**src/rtl/muvda_pkg.sv**
```systemverilog
package muvda_pkg;

  localparam int DET_W      = 3;
  localparam int SEC_W      = 32;
  localparam int NSEC_W     = 30;
  localparam int STRENGTH_W = 32;
  localparam int WIN_W      = 30;
  localparam int THR_W      = 32;
  localparam int PROD_W     = SEC_W + NSEC_W;
  localparam int TIME_W     = 63;
  localparam int IN_TDATA_W  = 104;
  localparam int OUT_TDATA_W = 136;
  localparam int CFG_INDEX_W = 3;
  localparam int CFG_DATA_W  = 32;

  localparam logic [NSEC_W-1:0] NS_PER_SECOND = 30'd1_000_000_000;
  localparam logic [TIME_W-1:0] TIME_MAX      = {TIME_W{1'b1}};

  localparam logic [DET_W-1:0] POOL_DET_LOW  = 3'd5;
  localparam logic [DET_W-1:0] POOL_DET_HIGH = 3'd6;

  localparam logic [WIN_W-1:0] WIN_WATER_POOL_RST = 30'd602000;
  localparam logic [WIN_W-1:0] WIN_AD_RST         = 30'd1402000;
  localparam logic [WIN_W-1:0] WIN_SHOWER_RST     = 30'd400400000;
  localparam logic [THR_W-1:0] THR_WATER_POOL_RST = 32'd3072;
  localparam logic [THR_W-1:0] THR_AD_RST         = 32'd768000;
  localparam logic [THR_W-1:0] THR_SHOWER_RST     = 32'd76800000;
  localparam logic [DET_W-1:0] TARGET_DET_RST     = 3'd1;

  typedef enum logic [CFG_INDEX_W-1:0] {
    REG_WIN_WATER_POOL = 3'd0,
    REG_WIN_AD         = 3'd1,
    REG_WIN_SHOWER     = 3'd2,
    REG_THR_WATER_POOL = 3'd3,
    REG_THR_AD         = 3'd4,
    REG_THR_SHOWER     = 3'd5,
    REG_TARGET_DET     = 3'd6
  } cfg_index_t;

  typedef enum logic [1:0] {
    CLASS_NONE       = 2'd0,
    CLASS_WATER_POOL = 2'd1,
    CLASS_AD         = 2'd2,
    CLASS_SHOWER     = 2'd3
  } muon_class_t;

  typedef struct packed {
    logic [WIN_W-1:0] win_water_pool;
    logic [WIN_W-1:0] win_ad;
    logic [WIN_W-1:0] win_shower;
    logic [THR_W-1:0] thr_water_pool;
    logic [THR_W-1:0] thr_ad;
    logic [THR_W-1:0] thr_shower;
    logic [DET_W-1:0] target_det;
  } cfg_t;

  typedef struct packed {
    muon_class_t       cls;
    logic [TIME_W-1:0] t_ns;
    logic [TIME_W-1:0] end_ns;
    logic [WIN_W-1:0]  win;
  } item_t;

endpackage

```
**src/rtl/muvda_cfg_regs.sv**
```systemverilog
module muvda_cfg_regs (
  input  logic                                 clk,
  input  logic                                 rst,
  input  logic                                 cfg_valid,
  output logic                                 cfg_ready,
  input  logic [muvda_pkg::CFG_INDEX_W-1:0]    cfg_index,
  input  logic [muvda_pkg::CFG_DATA_W-1:0]     cfg_data,
  output muvda_pkg::cfg_t                      cfg
);

  assign cfg_ready = 1'b1;

  always_ff @(posedge clk) begin
    if (rst) begin
      cfg.win_water_pool <= muvda_pkg::WIN_WATER_POOL_RST;
      cfg.win_ad         <= muvda_pkg::WIN_AD_RST;
      cfg.win_shower     <= muvda_pkg::WIN_SHOWER_RST;
      cfg.thr_water_pool <= muvda_pkg::THR_WATER_POOL_RST;
      cfg.thr_ad         <= muvda_pkg::THR_AD_RST;
      cfg.thr_shower     <= muvda_pkg::THR_SHOWER_RST;
      cfg.target_det     <= muvda_pkg::TARGET_DET_RST;
    end else if (cfg_valid && cfg_ready) begin
      case (cfg_index)
        muvda_pkg::REG_WIN_WATER_POOL: cfg.win_water_pool <= cfg_data[muvda_pkg::WIN_W-1:0];
        muvda_pkg::REG_WIN_AD:         cfg.win_ad         <= cfg_data[muvda_pkg::WIN_W-1:0];
        muvda_pkg::REG_WIN_SHOWER:     cfg.win_shower     <= cfg_data[muvda_pkg::WIN_W-1:0];
        muvda_pkg::REG_THR_WATER_POOL: cfg.thr_water_pool <= cfg_data[muvda_pkg::THR_W-1:0];
        muvda_pkg::REG_THR_AD:         cfg.thr_ad         <= cfg_data[muvda_pkg::THR_W-1:0];
        muvda_pkg::REG_THR_SHOWER:     cfg.thr_shower     <= cfg_data[muvda_pkg::THR_W-1:0];
        muvda_pkg::REG_TARGET_DET:     cfg.target_det     <= cfg_data[muvda_pkg::DET_W-1:0];
        default: begin
        end
      endcase
    end
  end

endmodule

```
**src/rtl/muvda_front.sv**
```systemverilog
module muvda_front (
  input  logic                                clk,
  input  logic                                rst,
  input  muvda_pkg::cfg_t                     cfg,
  input  logic                                s_tvalid,
  output logic                                s_tready,
  input  logic [muvda_pkg::IN_TDATA_W-1:0]    s_tdata,
  output muvda_pkg::item_t                    item,
  output logic                                item_valid,
  input  logic                                item_ready
);

  logic                                 a_valid;
  logic [muvda_pkg::DET_W-1:0]          a_det;
  logic [muvda_pkg::SEC_W-1:0]          a_sec;
  logic [muvda_pkg::NSEC_W-1:0]         a_nsec;
  logic [muvda_pkg::STRENGTH_W-1:0]     a_strength;

  logic                                 b_valid;
  muvda_pkg::muon_class_t               b_cls;
  logic [muvda_pkg::PROD_W-1:0]         b_prod;
  logic [muvda_pkg::NSEC_W-1:0]         b_nsec;
  logic [muvda_pkg::NSEC_W:0]           b_nsec_win;
  logic [muvda_pkg::WIN_W-1:0]          b_win;

  logic                                 c_valid;

  logic                                 a_ready;
  logic                                 b_ready;
  logic                                 c_ready;

  muvda_pkg::muon_class_t               cls;
  logic [muvda_pkg::WIN_W-1:0]          win;
  logic                                 is_pool_det;
  logic                                 is_target_det;

  // Each stage takes a new request when it is empty or its contents move on.
  assign c_ready  = !c_valid || item_ready;
  assign b_ready  = !b_valid || c_ready;
  assign a_ready  = !a_valid || b_ready;
  assign s_tready = a_ready;

  assign is_pool_det   = (a_det == muvda_pkg::POOL_DET_LOW) || (a_det == muvda_pkg::POOL_DET_HIGH);
  assign is_target_det = (a_det == cfg.target_det);

  always_comb begin
    cls = muvda_pkg::CLASS_NONE;
    win = '0;
    if (is_pool_det && (a_strength > cfg.thr_water_pool)) begin
      cls = muvda_pkg::CLASS_WATER_POOL;
      win = cfg.win_water_pool;
    end else if (is_target_det && (a_strength > cfg.thr_shower)) begin
      cls = muvda_pkg::CLASS_SHOWER;
      win = cfg.win_shower;
    end else if (is_target_det && (a_strength > cfg.thr_ad)) begin
      cls = muvda_pkg::CLASS_AD;
      win = cfg.win_ad;
    end
  end

  always_ff @(posedge clk) begin
    if (rst) begin
      a_valid <= 1'b0;
      b_valid <= 1'b0;
      c_valid <= 1'b0;
    end else begin
      if (a_ready) begin
        a_valid <= s_tvalid;
      end
      if (b_ready) begin
        b_valid <= a_valid;
      end
      if (c_ready) begin
        c_valid <= b_valid;
      end
    end
  end

  always_ff @(posedge clk) begin
    if (a_ready && s_tvalid) begin
      a_det      <= s_tdata[2:0];
      a_sec      <= s_tdata[34:3];
      a_nsec     <= s_tdata[64:35];
      a_strength <= s_tdata[96:65];
    end
    if (b_ready && a_valid) begin
      b_cls      <= cls;
      b_prod     <= muvda_pkg::PROD_W'(a_sec) * muvda_pkg::PROD_W'(muvda_pkg::NS_PER_SECOND);
      b_nsec     <= a_nsec;
      b_nsec_win <= (muvda_pkg::NSEC_W+1)'(a_nsec) + (muvda_pkg::NSEC_W+1)'(win);
      b_win      <= win;
    end
    if (c_ready && b_valid) begin
      item.cls    <= b_cls;
      item.t_ns   <= muvda_pkg::TIME_W'(b_prod) + muvda_pkg::TIME_W'(b_nsec);
      item.end_ns <= muvda_pkg::TIME_W'(b_prod) + muvda_pkg::TIME_W'(b_nsec_win);
      item.win    <= b_win;
    end
  end

  assign item_valid = c_valid;

endmodule

```
**src/rtl/muvda_union.sv**
```systemverilog
module muvda_union (
  input  logic                                clk,
  input  logic                                rst,
  input  muvda_pkg::item_t                    item,
  input  logic                                item_valid,
  output logic                                item_ready,
  output logic                                m_tvalid,
  input  logic                                m_tready,
  output logic [muvda_pkg::OUT_TDATA_W-1:0]   m_tdata
);

  localparam int PAD_W = muvda_pkg::OUT_TDATA_W - 3 - 2 * muvda_pkg::TIME_W;

  logic [muvda_pkg::TIME_W-1:0]  last_end;
  logic [muvda_pkg::TIME_W-1:0]  total;
  logic [muvda_pkg::TIME_W-1:0]  last_end_next;
  logic [muvda_pkg::TIME_W-1:0]  total_next;
  logic [muvda_pkg::WIN_W-1:0]   add;
  logic [muvda_pkg::TIME_W:0]    sum;
  logic                          extended;

  assign item_ready = !m_tvalid || m_tready;

  // Only the part of the new window past the current union end is counted.
  always_comb begin
    extended = (item.cls != muvda_pkg::CLASS_NONE) && (item.end_ns > last_end);
    if (item.t_ns < last_end) begin
      add = muvda_pkg::WIN_W'(item.end_ns - last_end);
    end else begin
      add = item.win;
    end
    sum = (muvda_pkg::TIME_W+1)'(total) + (muvda_pkg::TIME_W+1)'(add);
    if (extended) begin
      last_end_next = item.end_ns;
      total_next    = sum[muvda_pkg::TIME_W] ? muvda_pkg::TIME_MAX : sum[muvda_pkg::TIME_W-1:0];
    end else begin
      last_end_next = last_end;
      total_next    = total;
    end
  end

  always_ff @(posedge clk) begin
    if (rst) begin
      m_tvalid <= 1'b0;
      last_end <= '0;
      total    <= '0;
    end else if (item_ready) begin
      m_tvalid <= item_valid;
      if (item_valid) begin
        last_end <= last_end_next;
        total    <= total_next;
      end
    end
  end

  always_ff @(posedge clk) begin
    if (item_ready && item_valid) begin
      m_tdata <= {PAD_W'(0), total_next, last_end_next, extended, item.cls};
    end
  end

endmodule

```
**src/rtl/muon_veto_deadtime_accumulator.sv**
```systemverilog
// One request per cycle; the input, multiply, time-sum and window-union registers
// form a four-stage pipeline that stalls only when the output is not taken.
// Reset (rst, synchronous, active high) restores the default register values and
// clears the veto end, the accumulated veto time and all valid flags.
module muon_veto_deadtime_accumulator (
  input  logic                                clk,
  input  logic                                rst,
  input  logic                                s_tvalid,
  output logic                                s_tready,
  // muon_detector[2:0], trigger_seconds[34:3], trigger_nanoseconds[64:35],
  // muon_strength[96:65], zero fill above
  input  logic [muvda_pkg::IN_TDATA_W-1:0]    s_tdata,
  output logic                                m_tvalid,
  input  logic                                m_tready,
  // muon_class[1:0], window_extended[2], veto_end_ns[65:3],
  // total_veto_ns[128:66], zero fill above
  output logic [muvda_pkg::OUT_TDATA_W-1:0]   m_tdata,
  input  logic                                cfg_valid,
  output logic                                cfg_ready,
  input  logic [muvda_pkg::CFG_INDEX_W-1:0]   cfg_index,
  input  logic [muvda_pkg::CFG_DATA_W-1:0]    cfg_data
);

  muvda_pkg::cfg_t   cfg;
  muvda_pkg::item_t  item;
  logic              item_valid;
  logic              item_ready;

  muvda_cfg_regs u_cfg_regs (
    .clk       (clk),
    .rst       (rst),
    .cfg_valid (cfg_valid),
    .cfg_ready (cfg_ready),
    .cfg_index (cfg_index),
    .cfg_data  (cfg_data),
    .cfg       (cfg)
  );

  muvda_front u_front (
    .clk        (clk),
    .rst        (rst),
    .cfg        (cfg),
    .s_tvalid   (s_tvalid),
    .s_tready   (s_tready),
    .s_tdata    (s_tdata),
    .item       (item),
    .item_valid (item_valid),
    .item_ready (item_ready)
  );

  muvda_union u_union (
    .clk        (clk),
    .rst        (rst),
    .item       (item),
    .item_valid (item_valid),
    .item_ready (item_ready),
    .m_tvalid   (m_tvalid),
    .m_tready   (m_tready),
    .m_tdata    (m_tdata)
  );

endmodule

```
**config.mk**
```make
export PLATFORM = sky130hd
export DESIGN_NAME = muon_veto_deadtime_accumulator
export DESIGN_NICKNAME = d
export VERILOG_FILES = /design/src/rtl/muvda_pkg.sv /design/src/rtl/muvda_cfg_regs.sv /design/src/rtl/muvda_front.sv /design/src/rtl/muvda_union.sv /design/src/rtl/muon_veto_deadtime_accumulator.sv
export SDC_FILE = /design/constraint.sdc
export NUM_CORES = 2
export LEC_CHECK = 0
export CORE_ASPECT_RATIO = 0.5
export CORE_MARGIN = 10
export CORE_UTILIZATION = 45
export CTS_CLUSTER_DIAMETER = 120
export DETAILED_ROUTE_END_ITERATION = 12
export DONT_BUFFER_PORTS = 1
export GPL_TIMING_DRIVEN = 0
export SLEW_MARGIN = 10
export SYNTH_ARGS = -nofsm -noshare
export SYNTH_HDL_FRONTEND = slang
export SYNTH_SLANG_ARGS = --single-unit
```
**constraint.sdc**
```tcl
create_clock -name clk -period 20.9 [get_ports clk]
set_input_delay 2.09 -clock clk [delete_from_list [all_inputs] [get_ports clk]]
set_output_delay 2.09 -clock clk [all_outputs]
set_load 0.02 [all_outputs]
```
**Word-level counts from Yosys, hierarchy flattened**

Index checks and enable logic that the tools add are counted.

- Bits in registers: 849
- Input bits: 144
- Output and inout bits: 139
- Logic and storage cells: 85

- Add/subtract/negate cells: 5
- $mul: 1
- $lt $le $gt $ge: 5
- Eq/ne operators: 9
- Multiplexer cells: 9
- Reduce and logical (&&, ||, !) cells: 28

Operators with widths:

| cell | number |
|---|---|
| $mux 63 | 3 |
| $mux 30 | 4 |
| $gt 32x32->1 | 3 |
| $add 63x30->64 | 1 |
| $add 62x30->63 | 1 |
| $add 62x31->63 | 1 |
| $gt 63x63->1 | 1 |
| $lt 63x63->1 | 1 |
| $mul 32x21->53 const B | 1 |
| $add 30x30->31 | 1 |
| $sub 30x30->30 | 1 |
| $reduce_and 2->1 | 8 |
| $eq 3x3->1 const B | 5 |
| $logic_and 1x1->1 | 8 |
| $eq 3x2->1 const B | 2 |
| $logic_or 1x1->1 | 5 |
| $logic_not 1->1 | 4 |
| $mux 2 | 2 |
| $eq 3x1->1 const B | 1 |
| $eq 3x3->1 | 1 |
| $logic_not 3->1 | 1 |
| $reduce_bool 2->1 | 1 |
| $reduce_or 2->1 | 1 |

**Longest topological paths before layout**

- Depth after elaboration: 6
- Gate-level depth with buffers: 28

**Cells and area by module**

From an unflattened synthesis, not the netlist that was laid out.

- Cells, all modules: 5399
- Area, all modules: 57478.9 µm²

Modules (own cells, without submodules):

| module | times used | cells each | area each (µm²) | seq. area each (µm²) |
|---|---|---|---|---|
| muvda_front | 1 | 2880 | 33374.5 | 12101.6 |
| muvda_union | 1 | 1834 | 16681.0 | 6416.2 |
| muvda_cfg_regs | 1 | 685 | 7423.4 | 3783.6 |

**Worst setup path after synthesis**

No wires, ideal clock.

- Path kind: input -> register
- From: in m_tready
- To: reg, netlist name u_front.item[0]
- Setup time: 0.918 ns
- Data arrival time: 13.563 ns
- Data required time: 19.982 ns
- Slack: 6.419 ns
- Stages: 2
- Path buffers: 0
- Path through: nor2b_1 > a21boi_0

- Longest elaborated chain between the ends: 3

RTL lines:

| item | RTL line | source |
|---|---|---|
| from (decl) | muon_veto_deadtime_accumulator.sv:14 | `input logic m_tready,` |
| $logic_or 1x1->1 | muvda_union.sv:22 | `assign item_ready = !m_tvalid \|\| m_tready;` |
| $logic_or 1x1->1 | muvda_front.sv:38 | `assign c_ready = !c_valid \|\| item_ready;` |
| $logic_and 1x1->1 | muvda_front.sv:93 | `if (c_ready && b_valid) begin` |

No other way between the ends.
A chain may end at the register's enable or synchronous reset.

**Final worst setup path**

- From: reg u_front.a_sec[0] in the netlist's numbering
- To: reg u_front.b_prod[58] in the netlist's numbering (data pin)

- Longest elaborated chain between the ends: 1

RTL lines:

| item | RTL line | source |
|---|---|---|
| from (decl) | muvda_front.sv:15 | `logic [muvda_pkg::SEC_W-1:0] a_sec;` |
| from (signal assigned) | muvda_front.sv:82 | `a_sec <= s_tdata[34:3];` |
| $mul 32x21->53 | muvda_front.sv:88 | `b_prod <= muvda_pkg::PROD_W'(a_sec) * muvda_pkg::PROD_W'(muvda_pkg::NS_PER_SECOND);` |
| to (signal assigned) | muvda_front.sv:88 |  |
| to (decl) | muvda_front.sv:21 | `logic [muvda_pkg::PROD_W-1:0] b_prod;` |

No other way between the ends.

==> impl_metrics.tcl <==
set metrics [dict create \
    grtUsageMet3 0.0355 \
    busiest_layer "met2" \
    vias 40300 \
    mostFrequentLayoutCells "inv_1 (663), nand2_1 (612), ha_1 (589)" \
    cp_common_cell "fa_1" \
    fin_setup_tns_ns 0 \
    via_per_inst 5.51 \
    dp_worst_setup_slack_ns 13.26 \
    core_area_mm2 0.123 \
    gr-total-overflow 0 \
    initial_core_util 0.452 \
    final_common_cell "inv_1" \
    gp_congestion 0.964 \
    htreeDepth 3 \
    yosysWarningCount 0 \
    ant_nets 0 \
    min_path_cells 0 \
    critPathSlowestCell "edfxtp_1" \
    cp-end-kind "register" \
    cp-startpoint "u_front.a_sec[0]" \
    crit_fanout 9 \
    postCtsSetupBuffers 0 \
    synth_edf_count 530 \
    clk-insertion-delay-late_ns 0.72 \
    wl_per_cell_um 21.6 \
    boundaryPins 283 \
    synth_seq_area_share 0.401 \
    grt_setup_unrepaired "no" \
    wl_mm 158 \
    worst_ep_required_time_ns 21.34 \
    async_flop_share 0 \
    die_y_um 269 \
    crit_path_start_kind "register" \
    layout_setup_ws_ns 13.20 \
    holdPathEnd "u_front.b_nsec[17]" \
    clockRootBuffer "clkbuf_16" \
    hpwl_mm 127 \
    grt_use_total 0.225 \
    outcome "finished, final reports clean" \
    row_count 91 \
    hold_path_class "reg -> reg" \
    cts_buffers 81 \
    path_clk_slew_ns 0.07 \
    io_buffers 0 \
    synth_area_per_cell_um2 10.1 \
    cts_resized 0 \
    hold_violations 0 \
    cts_hold_buf 0 \
    use_met2 0.376 \
    synth_cell_type_count 95 \
    reg2regPathDepth 19 \
    drt_iter0_markers 3241 \
    r2r_start "u_front.a_sec[0]" \
    route.detailed.drc 0 \
    nFillCells 11200 \
    die_area_mm2 0.139 \
    slew-limit-headroom 0.150 \
    r2r_slack_ns 13.20 \
    rr_endpoint "u_front.b_prod[58]" \
    synthCells 5508 \
    ys.flop_type "edfxtp_1" \
    drv_cap 0 \
    finalMaxSlewViolations 0 \
    clock_sinks 849 \
    ys_ff_latch 849 \
    tightest_slew_ns 1.24 \
    grt_pass1_wl_mm 242 \
    chipWidth_um 517 \
    met1_usage 0.307 \
    cts_tree "done" \
    drive_above_1_share 0.0496 \
    clockBufferDepth 3 \
    grt_pass1_vias 40300 \
    antenna_found_initial 11 \
    cp_cell_sequence "fa_1, fa_1, inv_1, fa_1, fa_1, fa_1, inv_1, fa_1, fa_1, ha_1, a21oi_1, o21ai_1, a2111oi_0, a21boi_1, o21ba_2, o2111ai_1, and3_1, a221oi_1, xnor2_1" \
    drt-pass1-iter-count 6 \
    path_class "reg -> reg" \
    synth.cell_area_mm2 0.0556 \
    max_stage_delay_ns 0.74 \
    clock.fmax_mhz 130 \
    syn_to_final_growth_pct 9.70 \
    fin_crit_sh 0.369 \
    post-route-min-period_ns 7.70 \
    final_util 0.496 \
    worstPathArrival_ns 8.15 \
    setup_viol 0 \
    final_nets 6666 \
    finalClockSkew_ns 0.0536 \
    hold_start "u_front.a_nsec[17]" \
    grt_max_degree 89 \
]
area by class of cell:
| cell class | instances | area [um^2] | area share |
|---|---|---|---|
| multi-input combinational | 3813 | 30100 | 0.492 |
| antenna | 4 | 10.0 | 0.000164 |
| timing repair buffer | 19 | 425 | 0.00697 |
| clock buffer | 105 | 2280 | 0.0374 |
| tap | 1627 | 2040 | 0.0334 |
| sequential | 849 | 22300 | 0.365 |
| inverter | 665 | 2500 | 0.0410 |
| clock inverter | 45 | 587 | 0.00962 |
| buffer | 187 | 836 | 0.0137 |
stage by stage:
step | std cells | hold slack, ns | cell area, um^2
6_report | 7314 | 0.417 | 61000
3_5_place_dp | 7160 | 0.405 | 58200
2_1_floorplan | 5514 | 0.400 | 55700
5_1_grt | 7312 | 0.426 | 61000
4_1_cts | 7310 | 0.408 | 61000
3_3_place_gp | 7141 | 0.403 | 57700
state kept, by name, summed over array words and instances (netlist names), 31 cells and up:
signal / count
u_front.b_prod: 53
u_front.b_nsec_win: 31
u_union.last_end: 63
u_front.item: 158
u_union.total: 63
u_cfg_regs.cfg: 189
u_front.a_strength: 32
u_union.m_tdata: 129
u_front.a_sec: 32
cells by family (layout without fill, tap and decap cells):
kind of cell	after synthesis	in the layout	synth area share
AND/OR/NAND/NOR	1481	1481	0.119
multiplexers	39	39	0.00969
adder cells (fa/ha/maj)	906	906	0.247
buffers and inverters	852	1021	0.0599
other	2	12	0.000135
AO/OA/AOI/OAI	1154	1154	0.128
XOR/XNOR	225	225	0.0354
flip-flops	849	849	0.401
worst max path at each step:
stage	end	slack [ns]
after floorplan	u_front.item[0]	6.42
after global placement	u_front.item[88]	0.90
after detailed placement	u_front.b_prod[58]	13.26
after CTS	u_front.b_prod[58]	13.27
after global routing	u_front.b_prod[58]	12.87
final	u_front.b_prod[58]	13.20
routing by layer:
layer  up-vias  wire length (um)
met2      1128             73600
met5         -                 0
met1     19800             71000
li1      19200                 -
met3       213              9160
met4         0              3880
cells in the mapped netlist, drive strengths merged, types with 38 or more instances:
library cell / count / share of area
nor2: 412 / 0.028
clkbuf: 120 / 0.0081
inv: 665 / 0.045
nand3b: 44 / 0.0059
a31oi: 63 / 0.0071
xor2: 60 / 0.0094
buf: 67 / 0.0069
xnor2: 165 / 0.026
fa: 317 / 0.11
edfxtp: 530 / 0.29
a21o: 151 / 0.020
dfxtp: 319 / 0.11
nand4: 75 / 0.0084
a21oi: 500 / 0.045
and3: 38 / 0.0044
ha: 589 / 0.13
o21a: 45 / 0.0061
o21ai: 186 / 0.017
a211oi: 67 / 0.0090
nor3: 52 / 0.0047
nor2b: 48 / 0.0054
nand3: 102 / 0.0093
nand2: 613 / 0.041
worst max-delay path, delay by kind of cell (launching register included):
family	cells	cell delay [ns]
compound gates	7	2.14
xor+xnor	1	0.12
fa+ha+maj	8	4.05
buf+inv	2	0.11
flops	1	0.74
simple gates	1	0.28
Power is not shown: default switching activity piles up to over one toggle a cycle in this logic, so the estimate is an artifact.
